<file path="config.mk">
export PLATFORM = sky130hd
export DESIGN_NAME = text_console_cursor_writer
export DESIGN_NICKNAME = d
export VERILOG_FILES = /design/src/hdl/tcc_pkg.sv /design/src/hdl/tcc_step.sv /design/src/hdl/text_console_cursor_writer.sv
export SDC_FILE = /design/constraint.sdc
export NUM_CORES = 1
export LEC_CHECK = 0
export ABC_AREA = 1
export BUFFER_PORTS_ARGS = -buffer_cell sky130_fd_sc_hd__buf_4
export CAP_MARGIN = 25
export CORE_MARGIN = 4
export CORE_UTILIZATION = 38
export DETAILED_ROUTE_END_ITERATION = 8
export GPL_ROUTABILITY_DRIVEN = 0
export GPL_TIMING_DRIVEN = 0
export SETUP_SLACK_MARGIN = 0.1
export SLEW_MARGIN = 20
export SYNTH_ARGS = -nofsm -noshare
export SYNTH_HDL_FRONTEND = slang
export SYNTH_SLANG_ARGS = --single-unit
</file>
<file path="constraint.sdc">
create_clock -name i_clk -period 4.4 [get_ports i_clk]
set_input_delay 0.44 -clock i_clk [delete_from_list [all_inputs] [get_ports i_clk]]
set_output_delay 0.44 -clock i_clk [all_outputs]
set_load 0.01 [all_outputs]
</file>
<file path="src/hdl/tcc_pkg.sv">
`timescale 1ns / 1ps
// ----------------------------------------------------------------------------
// Text console cursor package
// Item types, command codes and constants shared by the cursor engine.
// ----------------------------------------------------------------------------
package tcc_pkg;

    localparam int COLUMNS_DEF = 80;
    localparam int ROWS_DEF    = 25;

    localparam logic [7:0] RESET_ATTR = 8'h07;
    localparam logic [7:0] CH_NL      = 8'd10;
    localparam logic [7:0] CH_CR      = 8'd13;
    localparam logic [7:0] CH_SPACE   = 8'h20;

    typedef enum logic [2:0] {
        CMD_RESET     = 3'd0,
        CMD_PUT       = 3'd1,
        CMD_INSERT    = 3'd2,
        CMD_MOVE      = 3'd3,
        CMD_SET_COLOR = 3'd4,
        CMD_ROW_MOVE  = 3'd5,
        CMD_BACKSPACE = 3'd6
    } t_cmd;

    typedef struct packed {
        logic [2:0]        cmd;
        logic [7:0]        ch;
        logic [7:0]        color;
        logic              use_default;
        logic signed [7:0] arg_x;
        logic [6:0]        arg_y;
    } t_in_item;

    typedef struct packed {
        logic        write_valid;
        logic [10:0] write_addr;
        logic [15:0] write_data;
        logic        clear_screen;
        logic [4:0]  cursor_row;
        logic [6:0]  cursor_col;
        logic [7:0]  current_color;
    } t_out_item;

endpackage

</file>
<file path="src/hdl/tcc_step.sv">
`timescale 1ns / 1ps
// ----------------------------------------------------------------------------
// Cursor step logic
// Works out the next cursor state and the result item for one command.
// ----------------------------------------------------------------------------
module tcc_step #(
    parameter int COLUMNS = tcc_pkg::COLUMNS_DEF,
    parameter int ROWS    = tcc_pkg::ROWS_DEF
) (
    input  tcc_pkg::t_in_item          i_item,
    input  logic [$clog2(ROWS+1)-1:0]    i_row,
    input  logic [$clog2(COLUMNS+1)-1:0] i_col,
    input  logic [7:0]                   i_attr,
    output logic [$clog2(ROWS+1)-1:0]    o_row,
    output logic [$clog2(COLUMNS+1)-1:0] o_col,
    output logic [7:0]                   o_attr,
    output tcc_pkg::t_out_item           o_result
);

    localparam int RW = $clog2(ROWS + 1);
    localparam int CW = $clog2(COLUMNS + 1);
    localparam int AW = RW + CW + 1;

    logic signed [7:0] delta;
    logic signed [8:0] col_sum;
    logic [CW-1:0]     col_moved;
    logic [RW-1:0]     row_inc;
    logic [CW-1:0]     col_inc;
    logic [CW-1:0]     addr_col;
    logic [AW-1:0]     addr_full;
    logic [7:0]        put_attr;
    logic              move_bad;
    logic [6:0]        row_ext;
    logic [6:0]        col_ext;
    logic [RW-1:0]     nx_row;
    logic [CW-1:0]     nx_col;
    logic [7:0]        nx_attr;
    logic              wv;
    logic              clr;
    logic [15:0]       data;

    // Shared saturating in-row move; backspace is a move by minus one.
    assign delta   = (tcc_pkg::t_cmd'(i_item.cmd) == tcc_pkg::CMD_BACKSPACE) ?
                     8'sh ff : i_item.arg_x;
    assign col_sum = $signed({{(9-CW){1'b0}}, i_col}) + 9'(delta);

    always_comb begin
        if (col_sum < 9'sd0) begin
            col_moved = '0;
        end else if (col_sum >= 9'(COLUMNS)) begin
            col_moved = CW'(COLUMNS - 1);
        end else begin
            col_moved = col_sum[CW-1:0];
        end
    end

    assign row_inc  = i_row + RW'(1);
    assign col_inc  = i_col + CW'(1);
    assign put_attr = i_item.use_default ? i_attr : i_item.color;
    assign move_bad = i_item.arg_x[7] || ({1'b0, i_item.arg_x[6:0]} >= 8'(COLUMNS)) ||
                      ({1'b0, i_item.arg_y} >= 8'(ROWS));

    // Backspace writes at the column after the move, all others at the cursor.
    assign addr_col  = (tcc_pkg::t_cmd'(i_item.cmd) == tcc_pkg::CMD_BACKSPACE) ?
                       col_moved : i_col;
    assign addr_full = AW'(i_row) * AW'(COLUMNS) + AW'(addr_col);

    always_comb begin
        nx_row  = i_row;
        nx_col  = i_col;
        nx_attr = i_attr;
        wv      = 1'b0;
        clr     = 1'b0;
        data    = '0;
        unique case (tcc_pkg::t_cmd'(i_item.cmd))
            tcc_pkg::CMD_RESET: begin
                nx_row  = '0;
                nx_col  = '0;
                nx_attr = tcc_pkg::RESET_ATTR;
                clr     = 1'b1;
            end
            tcc_pkg::CMD_PUT: begin
                if (i_item.ch == tcc_pkg::CH_NL) begin
                    nx_row = row_inc;
                    nx_col = '0;
                end else if (i_item.ch == tcc_pkg::CH_CR) begin
                    nx_col = '0;
                end else begin
                    wv   = 1'b1;
                    data = {put_attr, i_item.ch};
                    if (col_inc == CW'(COLUMNS)) begin
                        nx_col = '0;
                        nx_row = row_inc;
                    end else begin
                        nx_col = col_inc;
                    end
                end
                // Running off the last row clears the screen; a pending write
                // is still reported with the clear.
                if (nx_row == RW'(ROWS)) begin
                    nx_row  = '0;
                    nx_col  = '0;
                    nx_attr = tcc_pkg::RESET_ATTR;
                    clr     = 1'b1;
                end
            end
            tcc_pkg::CMD_INSERT: begin
                wv   = 1'b1;
                data = {i_attr, i_item.ch};
            end
            tcc_pkg::CMD_MOVE: begin
                if (move_bad) begin
                    nx_row = '0;
                    nx_col = '0;
                end else begin
                    nx_row = i_item.arg_y[RW-1:0];
                    nx_col = i_item.arg_x[CW-1:0];
                end
            end
            tcc_pkg::CMD_SET_COLOR: begin
                nx_attr = i_item.color;
            end
            tcc_pkg::CMD_ROW_MOVE: begin
                nx_col = col_moved;
            end
            tcc_pkg::CMD_BACKSPACE: begin
                nx_col = col_moved;
                wv     = 1'b1;
                data   = {i_attr, tcc_pkg::CH_SPACE};
            end
            default: begin
            end
        endcase
    end

    assign row_ext = 7'(nx_row);
    assign col_ext = 7'(nx_col);

    assign o_row  = nx_row;
    assign o_col  = nx_col;
    assign o_attr = nx_attr;

    always_comb begin
        o_result.write_valid   = wv;
        o_result.write_addr    = wv ? 11'(addr_full) : 11'd0;
        o_result.write_data    = data;
        o_result.clear_screen  = clr;
        o_result.cursor_row    = row_ext[4:0];
        o_result.cursor_col    = col_ext;
        o_result.current_color = nx_attr;
    end

endmodule

</file>
<file path="src/hdl/text_console_cursor_writer.sv">
`timescale 1ns / 1ps
// ----------------------------------------------------------------------------
// Text console cursor writer
// Cursor engine: one command per item, one result item with an optional
// cell write and a screen clear flag.
// ----------------------------------------------------------------------------
// Path: an accepted item is held in the input register, then moves into the
// result register, from which it leaves when the output is ready.
// Throughput: one item per cycle while the output is not stalled; the cursor
// state updates as an item moves into the result register.
// Reset: cursor at row 0, column 0, default color 0x07, both stages empty.
module text_console_cursor_writer #(
    parameter int COLUMNS = tcc_pkg::COLUMNS_DEF,
    parameter int ROWS    = tcc_pkg::ROWS_DEF
) (
    input  logic                i_clk,
    input  logic                i_rst_n,
    input  logic                i_in_valid,
    output logic                o_in_ready,
    input  tcc_pkg::t_in_item   i_in_data,
    output logic                o_out_valid,
    input  logic                i_out_ready,
    output tcc_pkg::t_out_item  o_out_data
);

    localparam int RW = $clog2(ROWS + 1);
    localparam int CW = $clog2(COLUMNS + 1);

    tcc_pkg::t_in_item  r_in;
    logic               r_in_valid;
    tcc_pkg::t_out_item r_out;
    logic               r_out_valid;
    logic [RW-1:0]      r_row;
    logic [CW-1:0]      r_col;
    logic [7:0]         r_attr;

    logic [RW-1:0]      n_row;
    logic [CW-1:0]      n_col;
    logic [7:0]         n_attr;
    tcc_pkg::t_out_item n_out;
    logic               advance;
    logic               take_in;

    tcc_step #(
        .COLUMNS (COLUMNS),
        .ROWS    (ROWS)
    ) u_step (
        .i_item   (r_in),
        .i_row    (r_row),
        .i_col    (r_col),
        .i_attr   (r_attr),
        .o_row    (n_row),
        .o_col    (n_col),
        .o_attr   (n_attr),
        .o_result (n_out)
    );

    // An item moves on when the result register is empty or being drained.
    assign advance    = r_in_valid && (!r_out_valid || i_out_ready);
    assign o_in_ready = !r_in_valid || advance;
    assign take_in    = i_in_valid && o_in_ready;

    always_ff @(posedge i_clk) begin
        if (!i_rst_n) begin
            r_in_valid  <= 1'b0;
            r_out_valid <= 1'b0;
            r_row       <= '0;
            r_col       <= '0;
            r_attr      <= tcc_pkg::RESET_ATTR;
        end else begin
            if (take_in) begin
                r_in_valid <= 1'b1;
            end else if (advance) begin
                r_in_valid <= 1'b0;
            end
            if (advance) begin
                r_out_valid <= 1'b1;
                r_row       <= n_row;
                r_col       <= n_col;
                r_attr      <= n_attr;
            end else if (i_out_ready) begin
                r_out_valid <= 1'b0;
            end
        end
    end

    always_ff @(posedge i_clk) begin
        if (take_in) begin
            r_in <= i_in_data;
        end
        if (advance) begin
            r_out <= n_out;
        end
    end

    assign o_out_valid = r_out_valid;
    assign o_out_data  = r_out;

endmodule
</file>
; Word level (Yosys, flattened, before mapping)
; Index checks and enable logic that the tools add are counted.
[op_classes]
reduce_logical = 13
n_div = 0
addsub = 4
mul = 1
muxes = 32
shift = 0
bitwise = 0
eq_ne = 10
n_lt_le_gt_ge = 4
[op_table]
columns = op, count
row1 = two-way mux 7 bit, 8
row2 = case mux 16 bit (3 select lines), 1
row3 = two-way mux 16 bit, 2
row4 = two-way mux 5 bit, 6
row5 = case mux 7 bit (4 select lines), 1
row6 = two-way mux 8 bit, 3
row7 = case mux 8 bit (3 select lines), 1
row8 = "== test 8 x 4 -> 1 bit, second input constant", 2
row9 = case mux 5 bit (3 select lines), 1
row10 = adder 11 x 7 -> 11 bit, 1
row11 = adder 8 x 8 -> 9 bit, 1
row12 = "== test 3 bit, second input constant", 3
row13 = "greater-or-equal comparator 9 x 8 -> 1 bit, second input constant", 1
row14 = "< comparator 9 x 1 -> 1 bit, second input constant", 1
row15 = "adder 7 x 1 -> 7 bit, second input constant", 1
row16 = "== test 7 bit, second input constant", 1
row17 = "greater-or-equal comparator 7 x 5 -> 1 bit, second input constant", 1
row18 = "greater-or-equal comparator 7 bit, second input constant", 1
row19 = "multiplier 5 x 3 -> 7 bit, second input constant", 1
row20 = two-way mux 1 bit, 7
row21 = "== test 3 x 2 -> 1 bit, second input constant", 2
row22 = "adder 5 x 1 -> 5 bit, second input constant", 1
row23 = "== test 5 bit, second input constant", 1
row24 = logical OR 1 bit, 4
row25 = other kinds (7), 12
[totals]
regBits = 106
word_cells = 82
latchBits = 0
romBits = 0
n_memories = 0
in_bits = 39
out_inout_bits = 51
ram_bits = 0

; Logic depth before layout (Yosys ltp)
[depth]
word_depth = 9
depth_mapped = 29
mapped_depth_nobuf = 27

; Hierarchy
; From an unflattened synthesis, not the netlist that was laid out.
[hier_totals]
hier_cells = 627
hier_area_um2 = 5695.5
[by_module_without_submodules]
columns = mod, cells_per_inst, area_each_um2, seq_area_each_um2, instances
row1 = text_console_cursor_writer, 221, 3508.4, 2962.8, 1
row2 = tcc_step, 406, 2187.1, 0.0, 1

; Worst setup path after synthesis
; Ideal clock, no wire load.
[synth_timing]
kind = register to register
start = reg r_in[33] in the netlist's numbering
end = reg r_out, in the netlist o_out_data[47], data pin
slack_ps = 207
setup_ps = 249
synth_period_minus_slack_ps = 4193
path_stages_with_launch = 28
arrival_time_ps = 3943
path_buffers = 2
required_ps = 4151
cell_sequence = edfxtp_1 -> inv_1 -> nor2_1 -> nand2_1 -> clkbuf_1 -> inv_1 -> clkbuf_1 -> or2_2 -> ha_1 -> nand3_1 -> nand2_1 -> a21oi_1 -> or2_2 -> nand3_1 -> nand2_1 -> nand2_1 -> nor2_1 -> nand2_1 -> o21ai_0 -> ha_1 -> fa_1 -> nand2_1 -> inv_1 -> o21ai_0 -> nor3_1 -> xnor2_1 -> nand2_1 -> inv_1
[synth_between]
elab_chain_len = 8
elab_cells_between_ends = 13
classes_between = add/sub: 2 / order compare: 2 / eq/ne: 3 / mux: 5 / reduce/logical: 1
[synth_rtl]
columns = item, line_no
row1 = from (decl), text_console_cursor_writer.sv:29  ; tcc_pkg::t_in_item r_in;
row2 = from (signal assigned), text_console_cursor_writer.sv:89  ; r_in <= i_in_data;
row3 = == test 3 bit, "tcc_step.sv:43, tcc_step.sv:64, tcc_step.sv:75"
row4 = two-way mux 8 bit, tcc_step.sv:43  ; assign delta = (tcc_pkg::t_cmd'(i_item.cmd) == tcc_pkg::CMD_BACKSPACE) ?
row5 = adder 8 x 8 -> 9 bit, tcc_step.sv:45  ; assign col_sum = $signed({{(9-CW){1'b0}}, i_col}) + 9'(delta);
row6 = greater-or-equal comparator 9 x 8 -> 1 bit, tcc_step.sv:50  ; end else if (col_sum >= 9'(COLUMNS)) begin
row7 = two-way mux 7 bit, tcc_step.sv:50
row8 = two-way mux 7 bit, tcc_step.sv:48  ; if (col_sum < 9'sd0) begin
row9 = two-way mux 7 bit, tcc_step.sv:64  ; assign addr_col = (tcc_pkg::t_cmd'(i_item.cmd) == tcc_pkg::CMD_BACKSPACE) ?
row10 = adder 11 x 7 -> 11 bit, tcc_step.sv:66  ; assign addr_full = AW'(i_row) * AW'(COLUMNS) + AW'(addr_col);
row11 = to (signal assigned), text_console_cursor_writer.sv:92  ; r_out <= n_out;
row12 = to (decl), text_console_cursor_writer.sv:31  ; tcc_pkg::t_out_item r_out;
; Parallel ways exist; a longest one is shown, timed or not.
; A chain may end at the register's enable or synchronous reset.

; Worst setup path in the final report
[layout_timing]
start = reg r_in[32] in the netlist's numbering
end = reg r_out, in the netlist o_out_data[47], data pin
; The elaborated chain is that of the path after synthesis.

==> impl_metrics.yaml <==
synth:
  yosysUniqueCellTypes: 40
  synth_top_flop_cell: "edfxtp_1"
  synth-simple-area-share: 0.228
  synth_enable_flop_cells: 84
  synthArstFlopShare: 0
  synth_xor_xnor_area_share: 0.0206
  syn_inst: 608
  synthesis.area_um2: 5540
  synth_seq_area_share: 0.535
  muxShareOfSynthArea: 0
  postSynthAreaPerCell_um2: 9.11
  syn-num-nets: 669
  yosys_warnings: 0
  synth_top_family_by_area: "simple AND/OR/NAND/NOR gates"
  synth_adder_area_share: 0.0538
  synth_compound_area_frac: 0.0856
  synth-seq-cells: 106
power_and_ir_drop:
  totalPowerFinal_uw: 2440
  clockPowerShare: 0.348
  pwr-share-seq: 0.489
  ir_worst_vdd_mv: 0.257
  share_comb_of_total_power: 0.163
  powerDensity_nw_per_um2: 351
  p_leak_uw: 0.00310
  p_sw_frac: 0.273
  power_switching_uw: 665
  power.internal_uw: 1770
finish:
  layout-drive-gt1-share: 0.243
  nFillCells: 1324
  multiInputGateArea_um2: 2210
  regArea_um2: 2960
  stdcell_area_um2: 6940
  finalNonFillerCells: 908
  antennaDiodeCount: 0
  nNetsFinal: 784
  fin_util: 0.493
  syn2layout_area_growth_pct: 25.4
cts:
  cts_buffer_depth: 2
  cts_sinks: 106
  path_clk_slew_ns: 0.08
  cts_buffers: 9
  clk_latency_ns: 0.37
  cts_tree: "built"
  h-tree-depth: 3
  holdBufCountCts: 0
  cts_root_buf: "clkbuf_16"
routing:
  drcViolationCount: 0
  drt-total-wl_mm: 14.0
  wl_per_cell_um: 15.5
  vias: 4582
  viasPerCell: 5.05
  ant_nets: 0
  first_pass_iters: 5
  first_iter_violations: 330
worst_setup_path:
  worstPathRequired_ns: 4.52
  start_kind: "register"
  critPathKind: "reg -> reg"
  critical_path.max_fanout: 5
  r2r_slack_ns: 0.30
  critPathCaptureType: "register"
  arrival_ns: 4.22
sta:
  fmaxAchievable_ghz: 0.244
  fin_crit_sh: 0.931
  finalSetupViolCount: 0
  setup_ws_ns: 0.302
  period_minus_slack_ns: 4.10
  skew_ns: 0.0101
  slew_viol_final: 0
  worst_pin_slew_ns: 0.938
  rsz0062_at_grt: "false"
  finalHoldViolCount: 0
  slew_headroom: 0.367
global_routing:
  top_usage_layer: "met2"
  grt_pass1_vias: 4476
  grt_max_degree: 59
  use_met2: 0.273
  antenna_found_initial: 0
  grt_usage: 0.170
  met3_usage: 0.0473
  use_met1: 0.219
  overflow: 0
  grt_first_pass_wirelength_mm: 22.0
floorplan:
  core_area_um2: 14100
  num_io_pins: 90
  start_util: 0.393
  dieWidth_um: 129
  dieArea_um2: 16600
  rows: 43
  die_y_um: 129
outcome:
  status: "completed"
placed_design:
  portBuffers: 89
  place_area_um2: 6430
  hpwl_mm: 10.3
  pre_cts_slack_ns: -0.514
  dp_cells: 877
hold_path:
  hp-class: "in -> reg"
run:
  max_cap_violations: 0
-- cells by family (layout without fill, tap and decap cells) --
logic type                 Yosys count  count (layout)
and+or+nand+nor                    276             276
DFF                                106             106
xor gates and xnor gates            13              13
buffers and inverters              111             231
AOI/OAI and AO/OA                   80              80
adders and majority gates           22              22
-- stage by stage --
stage,hold WS (ns),setup TNS [ns]
final,0.244,0
after global routing,0.232,0
after CTS,0.228,0
after detailed placement,0.468,-1.22
after global placement,0.454,-0.739
after floorplan,0.441,0
-- cell usage in the layout, fill, tap and decap left out, drive strengths merged --
cell type,instances
or2,8
xor2,10
inv,100
clkinv,4
a21oi,39
o21ai,13
clkbuf,16
nor2,43
a21boi,7
a21o,1
nand4,18
edfxtp,84
o22ai,9
nor3,5
ha,19
bufinv,1
o221ai,1
nand3,45
a31oi,2
buf,110
fa,3
o311ai,1
dfxtp,22
and2,1
nand2,151
nor4,2
nand3b,3
o211ai,1
xnor2,3
a211oi,6
-- area by class of cell --
cell class / count / share of cell area
Buffer: 13 / 0.0126
Tap cell: 180 / 0.0324
Clock inverter: 7 / 0.0123
Inverter: 98 / 0.0530
Sequential cell: 106 / 0.427
Multi-Input combinational cell: 391 / 0.318
Clock buffer: 9 / 0.0324
Timing Repair Buffer: 104 / 0.112
-- power by group through the flow --
stage          Sequential, uW  Clock, uW  Combinational [uW]
6_report                 1190        847                 397
5_1_grt                  1200        899                 443
4_1_cts                  1190        869                 373
3_5_place_dp             1210          0                 365
3_3_place_gp             1210          0                 354
2_1_floorplan            1210          0                 220
-- final timing paths --
kind,start,to,cells after the start
max,r_in[32]$_DFFE_PP_,o_out_data[47]$_SDFFCE_PN0P_,27
min reg2reg,r_attr[0]$_SDFFE_PN1P_,r_attr[0]$_SDFFE_PN1P_,2
max reg2reg,r_in[32]$_DFFE_PP_,o_out_data[47]$_SDFFCE_PN0P_,27
min,i_in_data[28],r_in[28]$_DFFE_PP_,1
-- registers in the layout (all words and copies together), names as in the netlist --
signal / flops
o_out_data: 49
o_out_valid: 1
r_attr: 8
r_col: 7
r_in: 35
r_in_valid: 1
r_row: 5
-- metal layers --
metal	vias up	wire, um
met5	-	0
met4	0	335
met3	24	979
met2	149	6740
met1	2146	5980
li1	2263	-
-- critical path, cell delays in order, from the launching register on --
cell and delay (ns):
edfxtp_1 0.44, nor2_4 0.20, nand2_4 0.09, buf_8 0.13
inv_2 0.06, buf_6 0.11, or2_2 0.10, ha_2 0.18
inv_2 0.04, fa_2 0.36, inv_1 0.08, a31oi_1 0.10
xor2_1 0.27, nand3_1 0.13, nand2_2 0.10, nand2_1 0.09
nor2_2 0.15, nand2_1 0.05, o21ai_0 0.08, ha_2 0.24
fa_2 0.23, nand2_1 0.06, inv_1 0.08, o21ai_2 0.08
nor3_2 0.22, xnor2_1 0.09, nand2_1 0.06, inv_1 0.04
-- cell usage after synthesis, drive strengths merged, types with 3 or more instances --
library cell / instances / area, um^2
a211oi: 6 / 45.0
a21boi: 7 / 63.8
a21oi: 39 / 195
buf: 3 / 23.8
clkbuf: 10 / 37.5
dfxtp: 22 / 440
edfxtp: 84 / 2520
fa: 3 / 60.1
ha: 19 / 238
inv: 96 / 360
nand2: 151 / 622
nand3: 45 / 230
nand3b: 3 / 22.5
nand4: 18 / 113
nor2: 43 / 179
nor3: 5 / 25.0
o21ai: 13 / 68.8
o22ai: 9 / 56.3
or2: 8 / 50.1
xnor2: 3 / 26.3
xor2: 10 / 87.6
-- timing repair --
item | 4_1_cts | 5_1_grt
pin swaps | 1 | 11
resized for setup | 14 | 18
hold endpoints to repair | 0 | 0
buffers inserted | 2 | 13
endpoints found under the setup margin | 6 | 4
Note: power is estimated with default switching activity, not from simulation.
